File: src/hdl/tbpd_pkg.sv
// Shared types and constants of the touch baseline press detector.
package tbpd_pkg;

  // Field widths fixed by the stream format
  localparam int unsigned CHANNEL_W = 2;
  localparam int unsigned SAMPLE_W  = 16;
  localparam int unsigned BASE_W    = 32;
  localparam int unsigned FRAC_W    = 16;
  localparam int unsigned CFG_IDX_W = 8;
  localparam int unsigned IN_DATA_W  = 24;
  localparam int unsigned OUT_DATA_W = 24;

  // Shared multiplier: signed 33 x 17 bits
  localparam int unsigned MUL_A_W = BASE_W + 1;
  localparam int unsigned MUL_B_W = FRAC_W + 1;
  localparam int unsigned PROD_W  = MUL_A_W + MUL_B_W;

  // Configuration register indexes
  localparam logic [CFG_IDX_W-1:0] CFG_AVG_WEIGHT   = 8'd0;
  localparam logic [CFG_IDX_W-1:0] CFG_TRIGGER_FRAC = 8'd1;
  localparam logic [CFG_IDX_W-1:0] CFG_GLITCH_FRAC  = 8'd2;
  localparam logic [CFG_IDX_W-1:0] CFG_STARTUP_FLR  = 8'd3;

  // Configuration reset values
  localparam logic [FRAC_W-1:0] AVG_WEIGHT_RST   = 16'd66;
  localparam logic [FRAC_W-1:0] TRIGGER_FRAC_RST = 16'd4588;
  localparam logic [FRAC_W-1:0] GLITCH_FRAC_RST  = 16'd13107;
  localparam logic [FRAC_W-1:0] STARTUP_FLR_RST  = 16'd30;

  // Sequencer states
  typedef enum logic [5:0] {
    ST_IDLE  = 6'b000001,
    ST_MULW  = 6'b000010,
    ST_ADJ   = 6'b000100,
    ST_MTRIG = 6'b001000,
    ST_MGLT  = 6'b010000,
    ST_DONE  = 6'b100000
  } state_e;

  // Operand selection of the shared multiplier
  typedef enum logic [1:0] {
    MUL_WEIGHT = 2'd0,
    MUL_TRIG   = 2'd1,
    MUL_GLITCH = 2'd2
  } mul_sel_e;

  // Commands from the sequencer to the datapath
  typedef struct packed {
    logic     capture;
    logic     mul_en;
    mul_sel_e mul_sel;
    logic     adjust;
    logic     trig_cmp;
    logic     commit;
  } cmd_t;

  // Configuration register set
  typedef struct packed {
    logic [FRAC_W-1:0] avg_weight;
    logic [FRAC_W-1:0] trigger_fraction;
    logic [FRAC_W-1:0] glitch_fraction;
    logic [FRAC_W-1:0] startup_floor;
  } cfg_t;

  // One result item, lowest field last so it packs from bit 0 up
  typedef struct packed {
    logic [SAMPLE_W-1:0]  baseline_int;
    logic                 press_event;
    logic                 touched;
    logic [CHANNEL_W-1:0] out_channel;
  } result_t;

endpackage

File: src/hdl/tbpd_ctrl.sv
// Sequencer that steps one sample through the shared multiplier.
module tbpd_ctrl
  import tbpd_pkg::*;
(
  input  logic clk_i,
  input  logic rst_ni,
  input  logic in_valid_i,
  input  logic ch_valid_i,
  input  logic out_free_i,
  output logic in_ready_o,
  output cmd_t cmd_o
);

  state_e state_q, state_d;

  // Next state and command decode
  always_comb begin
    state_d      = state_q;
    cmd_o        = '0;
    cmd_o.mul_sel = MUL_WEIGHT;
    in_ready_o   = 1'b0;
    unique case (state_q)
      ST_IDLE: begin
        in_ready_o = 1'b1;
        if (in_valid_i) begin
          cmd_o.capture = 1'b1;
          state_d       = ST_MULW;
        end
      end
      ST_MULW: begin
        // A channel outside the pad range skips the arithmetic
        if (ch_valid_i) begin
          cmd_o.mul_en  = 1'b1;
          cmd_o.mul_sel = MUL_WEIGHT;
          state_d       = ST_ADJ;
        end else begin
          state_d = ST_DONE;
        end
      end
      ST_ADJ: begin
        cmd_o.adjust = 1'b1;
        state_d      = ST_MTRIG;
      end
      ST_MTRIG: begin
        cmd_o.mul_en  = 1'b1;
        cmd_o.mul_sel = MUL_TRIG;
        state_d       = ST_MGLT;
      end
      ST_MGLT: begin
        cmd_o.trig_cmp = 1'b1;
        cmd_o.mul_en   = 1'b1;
        cmd_o.mul_sel  = MUL_GLITCH;
        state_d        = ST_DONE;
      end
      ST_DONE: begin
        // Wait until the output register can take the result
        if (out_free_i) begin
          cmd_o.commit = 1'b1;
          state_d      = ST_IDLE;
        end
      end
      default: begin
        state_d = ST_IDLE;
      end
    endcase
  end

  // State register
  always_ff @(posedge clk_i or negedge rst_ni) begin
    if (!rst_ni) begin
      state_q <= ST_IDLE;
    end else begin
      state_q <= state_d;
    end
  end

endmodule

File: src/hdl/tbpd_datapath.sv
// Per-channel baseline storage, shared multiplier and window compare.
module tbpd_datapath
  import tbpd_pkg::*;
#(
  parameter int NUM_CHANNELS = 3,
  parameter int SAMPLE_BITS  = 16
) (
  input  logic                 clk_i,
  input  logic                 rst_ni,
  input  cmd_t                 cmd_i,
  input  cfg_t                 cfg_i,
  input  logic [CHANNEL_W-1:0] in_channel_i,
  input  logic [SAMPLE_W-1:0]  in_sample_i,
  output logic                 ch_valid_o,
  output result_t              result_o
);

  localparam int IDX_W = (NUM_CHANNELS > 1) ? $clog2(NUM_CHANNELS) : 1;
  localparam logic [SAMPLE_W-1:0] SAMPLE_MASK =
    SAMPLE_W'((32'd1 << SAMPLE_BITS) - 32'd1);

  logic [BASE_W-1:0]    baseline_q [NUM_CHANNELS];
  logic                 pressed_q  [NUM_CHANNELS];

  logic [CHANNEL_W-1:0] ch_q;
  logic [IDX_W-1:0]     idx_q;
  logic                 ch_valid_q;
  logic [BASE_W-1:0]    s_fix_q;
  logic [BASE_W-1:0]    b_old_q;
  logic [BASE_W-1:0]    b_new_q;
  logic signed [MUL_A_W-1:0] diff_q;
  logic signed [PROD_W-1:0]  prod_q;
  logic                 above_q;

  logic [IDX_W-1:0]     in_idx;
  logic                 in_valid_ch;
  logic [BASE_W-1:0]    in_s_fix;
  logic [BASE_W-1:0]    b_rd;
  logic signed [MUL_A_W-1:0] mul_a;
  logic signed [MUL_B_W-1:0] mul_b;
  logic signed [PROD_W-1:0]  prod_rnd;
  logic [BASE_W-1:0]    b_avg;
  logic                 startup;
  logic [BASE_W-1:0]    drop;
  logic [PROD_W-3:0]    drop_sh;
  logic                 pos_drop;
  logic                 hit;
  logic                 was_pressed;

  // Decode the incoming item
  always_comb begin
    in_idx      = IDX_W'(in_channel_i);
    in_valid_ch = (32'(in_channel_i) < 32'(NUM_CHANNELS));
    in_s_fix    = {in_sample_i & SAMPLE_MASK, 16'd0};
    b_rd        = in_valid_ch ? baseline_q[in_idx] : '0;
  end

  // Multiplier operand selection
  always_comb begin
    case (cmd_i.mul_sel)
      MUL_WEIGHT: begin
        mul_a = diff_q;
        mul_b = $signed({1'b0, cfg_i.avg_weight});
      end
      MUL_TRIG: begin
        mul_a = $signed({1'b0, b_new_q});
        mul_b = $signed({1'b0, cfg_i.trigger_fraction});
      end
      MUL_GLITCH: begin
        mul_a = $signed({1'b0, b_new_q});
        mul_b = $signed({1'b0, cfg_i.glitch_fraction});
      end
      default: begin
        mul_a = '0;
        mul_b = '0;
      end
    endcase
  end

  // Baseline update: b + round((s - b) * w / 2^16), or a load at start-up
  always_comb begin
    prod_rnd = prod_q + PROD_W'(32768);
    b_avg    = b_old_q + prod_rnd[BASE_W+15:16];
    startup  = (b_old_q < {cfg_i.startup_floor, 16'd0});
  end

  // Drop against the new baseline and the touch window
  always_comb begin
    pos_drop    = (b_new_q > s_fix_q);
    drop        = b_new_q - s_fix_q;
    drop_sh     = {drop, 16'd0};
    was_pressed = ch_valid_q ? pressed_q[idx_q] : 1'b0;
    hit         = ch_valid_q && above_q && (drop_sh < prod_q[PROD_W-3:0]);
  end

  // Working registers of one item
  always_ff @(posedge clk_i) begin
    if (cmd_i.capture) begin
      ch_q    <= in_channel_i;
      idx_q   <= in_idx;
      s_fix_q <= in_s_fix;
      b_old_q <= b_rd;
      diff_q  <= $signed({1'b0, in_s_fix}) - $signed({1'b0, b_rd});
    end
    if (cmd_i.mul_en) begin
      prod_q <= PROD_W'(mul_a) * PROD_W'(mul_b);
    end
    if (cmd_i.adjust) begin
      b_new_q <= startup ? s_fix_q : b_avg;
    end
    if (cmd_i.trig_cmp) begin
      above_q <= pos_drop && (drop_sh > prod_q[PROD_W-3:0]);
    end
  end

  // Channel validity is control state for the sequencer
  always_ff @(posedge clk_i or negedge rst_ni) begin
    if (!rst_ni) begin
      ch_valid_q <= 1'b0;
    end else if (cmd_i.capture) begin
      ch_valid_q <= in_valid_ch;
    end
  end

  // Per-channel state, written back when the result is committed
  always_ff @(posedge clk_i or negedge rst_ni) begin
    if (!rst_ni) begin
      for (int k = 0; k < NUM_CHANNELS; k++) begin
        baseline_q[k] <= '0;
        pressed_q[k]  <= 1'b0;
      end
    end else if (cmd_i.commit && ch_valid_q) begin
      baseline_q[idx_q] <= b_new_q;
      pressed_q[idx_q]  <= hit;
    end
  end

  // Result of the item in flight
  always_comb begin
    result_o.out_channel  = ch_q;
    result_o.touched      = hit;
    result_o.press_event  = hit && !was_pressed;
    result_o.baseline_int = ch_valid_q ? b_new_q[BASE_W-1:16] : '0;
  end

  assign ch_valid_o = ch_valid_q;

endmodule

File: src/hdl/touch_baseline_press_detector.sv
// Top level of the capacitive touch baseline press detector.
//
// Usage: each transfer on the s_axis channel carries one pad reading and its
// channel index. The block keeps a Q16.16 running baseline per channel,
// loads it with the reading while it lies below the start-up floor and
// otherwise moves it toward the reading by the averaging weight. The drop
// of the reading below the new baseline is tested against the trigger and
// glitch fractions; exactly one result transfer follows on m_axis per item.
// Configuration registers are written on the cfg channel (always ready); the
// user must write them only while no item is in flight, which the block does
// not enforce. The sequencer captures an item, forms the weight product,
// adjusts the baseline, forms the trigger and glitch products and commits;
// a channel out of range skips the arithmetic. A new item is taken only once
// the last is committed, as three products share one 33 x 17 multiplier.
// Reset clears all baselines and press flags and restores the register
// defaults. When the receiver stalls, the result waits in the output
// register; one more item is taken and held finished until it drains.
module touch_baseline_press_detector
  import tbpd_pkg::*;
#(
  parameter int NUM_CHANNELS = 3,
  parameter int SAMPLE_BITS  = 16
) (
  input  logic                  clk_i,
  input  logic                  rst_ni,
  // Configuration writes
  input  logic                  cfg_valid_i,
  output logic                  cfg_ready_o,
  input  logic [CFG_IDX_W-1:0]  cfg_index_i,
  input  logic [FRAC_W-1:0]     cfg_data_i,
  // Input stream
  input  logic                  s_axis_tvalid_i,
  output logic                  s_axis_tready_o,
  // tdata: [1:0] channel, [17:2] sample, [23:18] zero
  input  logic [IN_DATA_W-1:0]  s_axis_tdata_i,
  // Result stream
  output logic                  m_axis_tvalid_o,
  input  logic                  m_axis_tready_i,
  // tdata: [1:0] out_channel, [2] touched, [3] press_event,
  //        [19:4] baseline_int, [23:20] zero
  output logic [OUT_DATA_W-1:0] m_axis_tdata_o
);

  cfg_t    cfg_q;
  cmd_t    cmd;
  result_t result;
  result_t out_data_q;
  logic    out_valid_q;
  logic    out_free;
  logic    ch_valid;

  // Configuration registers
  assign cfg_ready_o = 1'b1;

  always_ff @(posedge clk_i or negedge rst_ni) begin
    if (!rst_ni) begin
      cfg_q.avg_weight       <= AVG_WEIGHT_RST;
      cfg_q.trigger_fraction <= TRIGGER_FRAC_RST;
      cfg_q.glitch_fraction  <= GLITCH_FRAC_RST;
      cfg_q.startup_floor    <= STARTUP_FLR_RST;
    end else if (cfg_valid_i && cfg_ready_o) begin
      unique case (cfg_index_i)
        CFG_AVG_WEIGHT:   cfg_q.avg_weight       <= cfg_data_i;
        CFG_TRIGGER_FRAC: cfg_q.trigger_fraction <= cfg_data_i;
        CFG_GLITCH_FRAC:  cfg_q.glitch_fraction  <= cfg_data_i;
        CFG_STARTUP_FLR:  cfg_q.startup_floor    <= cfg_data_i;
        default: begin
        end
      endcase
    end
  end

  // The output register is free when empty or drained in this cycle
  assign out_free = !out_valid_q || m_axis_tready_i;

  tbpd_ctrl u_ctrl (
    .clk_i      (clk_i),
    .rst_ni     (rst_ni),
    .in_valid_i (s_axis_tvalid_i),
    .ch_valid_i (ch_valid),
    .out_free_i (out_free),
    .in_ready_o (s_axis_tready_o),
    .cmd_o      (cmd)
  );

  tbpd_datapath #(
    .NUM_CHANNELS (NUM_CHANNELS),
    .SAMPLE_BITS  (SAMPLE_BITS)
  ) u_datapath (
    .clk_i        (clk_i),
    .rst_ni       (rst_ni),
    .cmd_i        (cmd),
    .cfg_i        (cfg_q),
    .in_channel_i (s_axis_tdata_i[CHANNEL_W-1:0]),
    .in_sample_i  (s_axis_tdata_i[CHANNEL_W+SAMPLE_W-1:CHANNEL_W]),
    .ch_valid_o   (ch_valid),
    .result_o     (result)
  );

  // Output register
  always_ff @(posedge clk_i or negedge rst_ni) begin
    if (!rst_ni) begin
      out_valid_q <= 1'b0;
    end else if (cmd.commit) begin
      out_valid_q <= 1'b1;
    end else if (m_axis_tready_i) begin
      out_valid_q <= 1'b0;
    end
  end

  always_ff @(posedge clk_i) begin
    if (cmd.commit) begin
      out_data_q <= result;
    end
  end

  assign m_axis_tvalid_o = out_valid_q;
  assign m_axis_tdata_o  = {(OUT_DATA_W - $bits(result_t))'(0), out_data_q};

  // A press event is only ever reported together with a touch
  a_press_needs_touch : assert property (@(posedge clk_i) disable iff (!rst_ni)
    m_axis_tvalid_o |-> (!out_data_q.press_event || out_data_q.touched))
    else $error("press event without touch");

  // An out-of-range channel gives no touch and a zero baseline
  a_bad_channel_zero : assert property (@(posedge clk_i) disable iff (!rst_ni)
    (m_axis_tvalid_o && (32'(out_data_q.out_channel) >= 32'(NUM_CHANNELS)))
    |-> (!out_data_q.touched && (out_data_q.baseline_int == '0)))
    else $error("out-of-range channel produced a nonzero result");

  // After an input transfer the block is busy with that item
  a_busy_after_accept : assert property (@(posedge clk_i) disable iff (!rst_ni)
    (s_axis_tvalid_i && s_axis_tready_o) |=> !s_axis_tready_o)
    else $error("input taken while an item is in flight");

  // A result is only committed into a free output register
  a_commit_free : assert property (@(posedge clk_i) disable iff (!rst_ni)
    cmd.commit |-> (!out_valid_q || m_axis_tready_i))
    else $error("result would overwrite a pending transfer");

endmodule
File: config.mk
export PLATFORM = sky130hd
export DESIGN_NAME = touch_baseline_press_detector
export DESIGN_NICKNAME = d
export VERILOG_FILES = /design/src/hdl/tbpd_pkg.sv /design/src/hdl/tbpd_ctrl.sv /design/src/hdl/tbpd_datapath.sv /design/src/hdl/touch_baseline_press_detector.sv
export SDC_FILE = /design/constraint.sdc
export NUM_CORES = 2
export LEC_CHECK = 0
export BUFFER_PORTS_ARGS = -buffer_cell sky130_fd_sc_hd__buf_2
export CAP_MARGIN = 10
export CORE_MARGIN = 2
export CORE_UTILIZATION = 52
export CTS_CLUSTER_DIAMETER = 60
export CTS_CLUSTER_SIZE = 16
export DETAILED_ROUTE_END_ITERATION = 8
export PLACE_DENSITY_LB_ADDON = 0.15
export SETUP_SLACK_MARGIN = 0.15
export SLEW_MARGIN = 5
export SYNTH_ARGS = -nofsm -noshare
export SYNTH_HDL_FRONTEND = slang
export SYNTH_SLANG_ARGS = --single-unit
File: constraint.sdc
create_clock -name clk_i -period 11.85 [get_ports clk_i]
set_clock_uncertainty 0.15 [all_clocks]
set_input_delay 0.5925 -clock clk_i [delete_from_list [all_inputs] [get_ports clk_i]]
set_output_delay 0.5925 -clock clk_i [all_outputs]
set_load 0.01 [all_outputs]
==> results.md <==
- Residual overflow from global routing: 0
- First DRT Iteration DRCs: 1948
- IO Port Bufs: 68
- Library cell with the largest summed area after synthesis: fa_1
- Number of pins with negative max-slew slack in the final report: 0
- Pin count of the biggest net entering global routing: 76
- PostCTS Resize Cnt: 0
- Crit path max-delay family: adder cells
- Post-detailed-route wirelength per cell: 21.69 µm
- Asr flop ratio synth: 48.31%
- Crit path capture type: flip-flop
- Antenna Cells: 0
- Io pins: 80
- Final setup vio count: 0
- Status: finished, final reports clean
- Insertion delay of the later-clocked pin in the worst-skew pair: 600 ps
- Clock group share of total power: 18.3%
- Level count of the clock H-tree: 1
- Required @ worst endpoint: 12040 ps
- Worst-case headroom to the max-slew limit: 13.89%
- Largest fanout of any net on the critical path: 18
- Synth warn: 0
- Number of hold-slack violations in the final timing report: 0
- Final min period: 9971 ps
- Site row count: 97
- Gr usage total: 28.64%
- Peak supply drop: 0.1005 mV
- Max-capacitance violation count: 0
- Net Switching: 0.002121 W
- Chip Width: 270.0 µm
- Clock-pin slew on the worst setup and hold paths: 70 ps
- Proportion of synthesized chip area in sequential cells: 26.64%
- RSZ-0062 raised after global routing: false
- Final GP Congestion: 0.9411
- Routed vias: 26240
- Crit-path slowest cell: ha_1
- Number of fill cells: 6267
- Yosys cell types: 87
- Fraction of post-synthesis cell area in the top cell type by area: 26.82%
- Slowest stage delay, CP: 670 ps
- Relative area change from synthesis to final layout: 6.667%
- Placeable Area: 70030 µm²
- Netlist area before placement: 36800 µm²
- EDFF count, synth: 183
- Pre-CTS setup slack: 1775 ps
- Flip-flop and latch count after synthesis: 354
- Fin nets: 4556
- Main flop type after synthesis: edfxtp_1
- Drt first pass iters: 5
- Power density over the cells: 128.0 nW/µm²
- Worst path buffer plus inverter count: 5
- Most used cell along the critical path: fa_1
- Remaining design rule violation count: 0
- Switching Fraction: 42.22%
- Number of antenna violations at the first check in global routing: 2
- Kind of start point of the critical path: flip-flop
- Routed vias/inst: 5.536
- Area of the die: 72910 µm²
- Vias in the first global route: 26830
- Post-route clock period utilization: 84.14%
- CTS Buffer Depth: 3
- Number of cells traversed by the worst register-to-register path: 27
- CP Data Arrival Time: 10160 ps
- Leading cell type in the layout, fill and taps excluded: inv_1
- Int Pwr: 0.002902 W
- Min setup slack post-route: 1879 ps
- Instance count on the critical path: 27
- Number of buffers inserted during clock tree synthesis: 27
- Top area cells in the synthesized netlist: fa_1 27%, edfxtp_1 15%, dfrtp_1 10%
- Wire length of the first global-routing pass: 158.9 mm
- Routed Wire Length: 102.8 mm
- Number of stages on the worst hold path: 2
- Power share of the combinational group: 49.1%
- Type of the tightest min-delay check: in -> reg
- CTS Root Cell: clkbuf_16
- Leakage: 19.29 nW
- Slew at the pin closest to its max-slew limit: 1292 ps
- Path type of the worst setup path: reg -> reg
- Sequential cell area: 9802 µm²
- Multi-input gate area: 23730 µm²
- Die span in y: 270.0 µm
- Most frequent cells in the layout: 740 x inv_1, 493 x fa_1, 378 x nand2_1
- Number of instances in the synthesized netlist: 3728
- Starting density of the core: 52.55%
- Share of layout cells above drive strength 1: 11.37%
- Part of the total power dissipated in sequential elements: 32.6%
- Clock sink count: 354
- Summed negative setup slack over all endpoints: 0 ps
- Highest attainable clock frequency: 0.1003 GHz
- Syn Area/Cell: 9.871 µm²
- Detailed placement HPWL: 82.09 mm
- Clock tree from TritonCTS: built
- Post-DRT Antenna Nets: 0
## registers in the layout, summed over array words and instances, names as in the netlist
name / flops
u_datapath.baseline_q: 96
u_datapath.above_q: 1
u_datapath.b_new_q: 32
u_datapath.diff_q: 33
m_axis_tdata_o: 20
cfg_q: 64
u_ctrl.state_q: 6
m_axis_tvalid_o: 1
u_datapath.b_old_q: 31
u_datapath.prod_q: 48
u_datapath.ch_valid_o: 1
u_datapath.pressed_q: 3
u_datapath.ch_q: 2
u_datapath.s_fix_q: 16
## cell usage after synthesis, drive strengths merged (13+ instances only)
library cell  instances
nand3                33
and3                 13
dfrtp               149
inv                 742
a31oi                14
xnor2               116
fa                  493
o21ai                86
buf                  34
or3                  18
nor3                 38
ha                  230
edfxtp              183
a21oi               128
xor2                 42
nand4                21
mux2i                33
nor4                 15
o21a                 40
nor2                361
clkbuf               90
nand2b               27
a222oi               16
o21bai               18
nand2               378
mux2                164
or2                  25
a21o                 65
nor2b                20
dfstp                22
## kinds of logic after synthesis
logic type | after synthesis | share of synthesized area, %
AO/OA/AOI/OAI | 441 | 8.167
XOR/XNOR | 158 | 3.760
adder cells (fa/ha/maj) | 723 | 34.64
buffers and inverters | 867 | 9.078
flip-flops | 354 | 26.64
multiplexers | 197 | 5.916
other | 2 | 0.02041
AND/OR/NAND/NOR | 986 | 11.78
## repair_timing
action                     4_1_cts  5_1_grt
hold endpoints to repair        46        0
buffers inserted                 0        0
setup endpoints to repair        0        0
hold buffers                     1        0
## area by class of cell
type	count	area share (%)
clock buffer	46	2.011
multi-input combinational	2510	60.46
timing repair buffer	144	2.343
inverter	743	7.105
clock inverter	4	0.1179
sequential	354	24.97
tap	940	2.996
## per-stage QoR
step	instances	total power [W]	utilization [%]	area, µm²	hold WS (ps)
after detailed placement	4689	0.004105	54.83	38400	343.2
after CTS	4740	0.005028	56.04	39250	63.44
after global placement	4689	0.004075	54.83	38400	335.7
final	4741	0.005023	56.05	39250	89.18
after global routing	4741	0.005373	56.05	39250	71.40
after floorplan	3731	0.003326	-	36810	146.9
## layer usage
metal / part of all wire (%) / vias to the layer above / GRT usage, %
li1: - / 11950 / -
met1: 42 / 13290 / 38.21
met2: 49 / 795 / 48.58
met3: 5.8 / 212 / 3.761
met4: 3.8 / 0 / 9.196
met5: 0 / - / 0
## worst paths after layout
| path | slack [ps] | start | to |
|---|---|---|---|
| worst max-delay path | 1880 | u_ctrl.state_q[1]$_DFFE_PN0P_ | u_datapath.prod_q[41]$_DFFE_PP_ |
| worst min-delay path | 90 | s_axis_tvalid_i | u_ctrl.state_q[1]$_DFFE_PN0P_ |
| worst max register to register | 1880 | u_ctrl.state_q[1]$_DFFE_PN0P_ | u_datapath.prod_q[41]$_DFFE_PP_ |
| worst min register to register | 360 | cfg_q[33]$_DFFE_PN0P_ | cfg_q[33]$_DFFE_PN0P_ |
| max in group asynchronous | 9940 | rst_ni | cfg_q[33]$_DFFE_PN0P_ |
| min in group asynchronous | 360 | rst_ni | u_datapath.pressed_q[2]$_DFFE_PN0P_ |
## power by group through the flow
stage | logic (W) | registers, W | clock network, W
after floorplan | 0.00171 | 0.00162 | 0
after global placement | 0.00241 | 0.00166 | 0
after detailed placement | 0.00244 | 0.00166 | 0
after CTS | 0.00246 | 0.00164 | 0.000934
after global routing | 0.00274 | 0.00165 | 0.000983
final | 0.00247 | 0.00164 | 0.000919
Power figures use the tool's default switching activity.
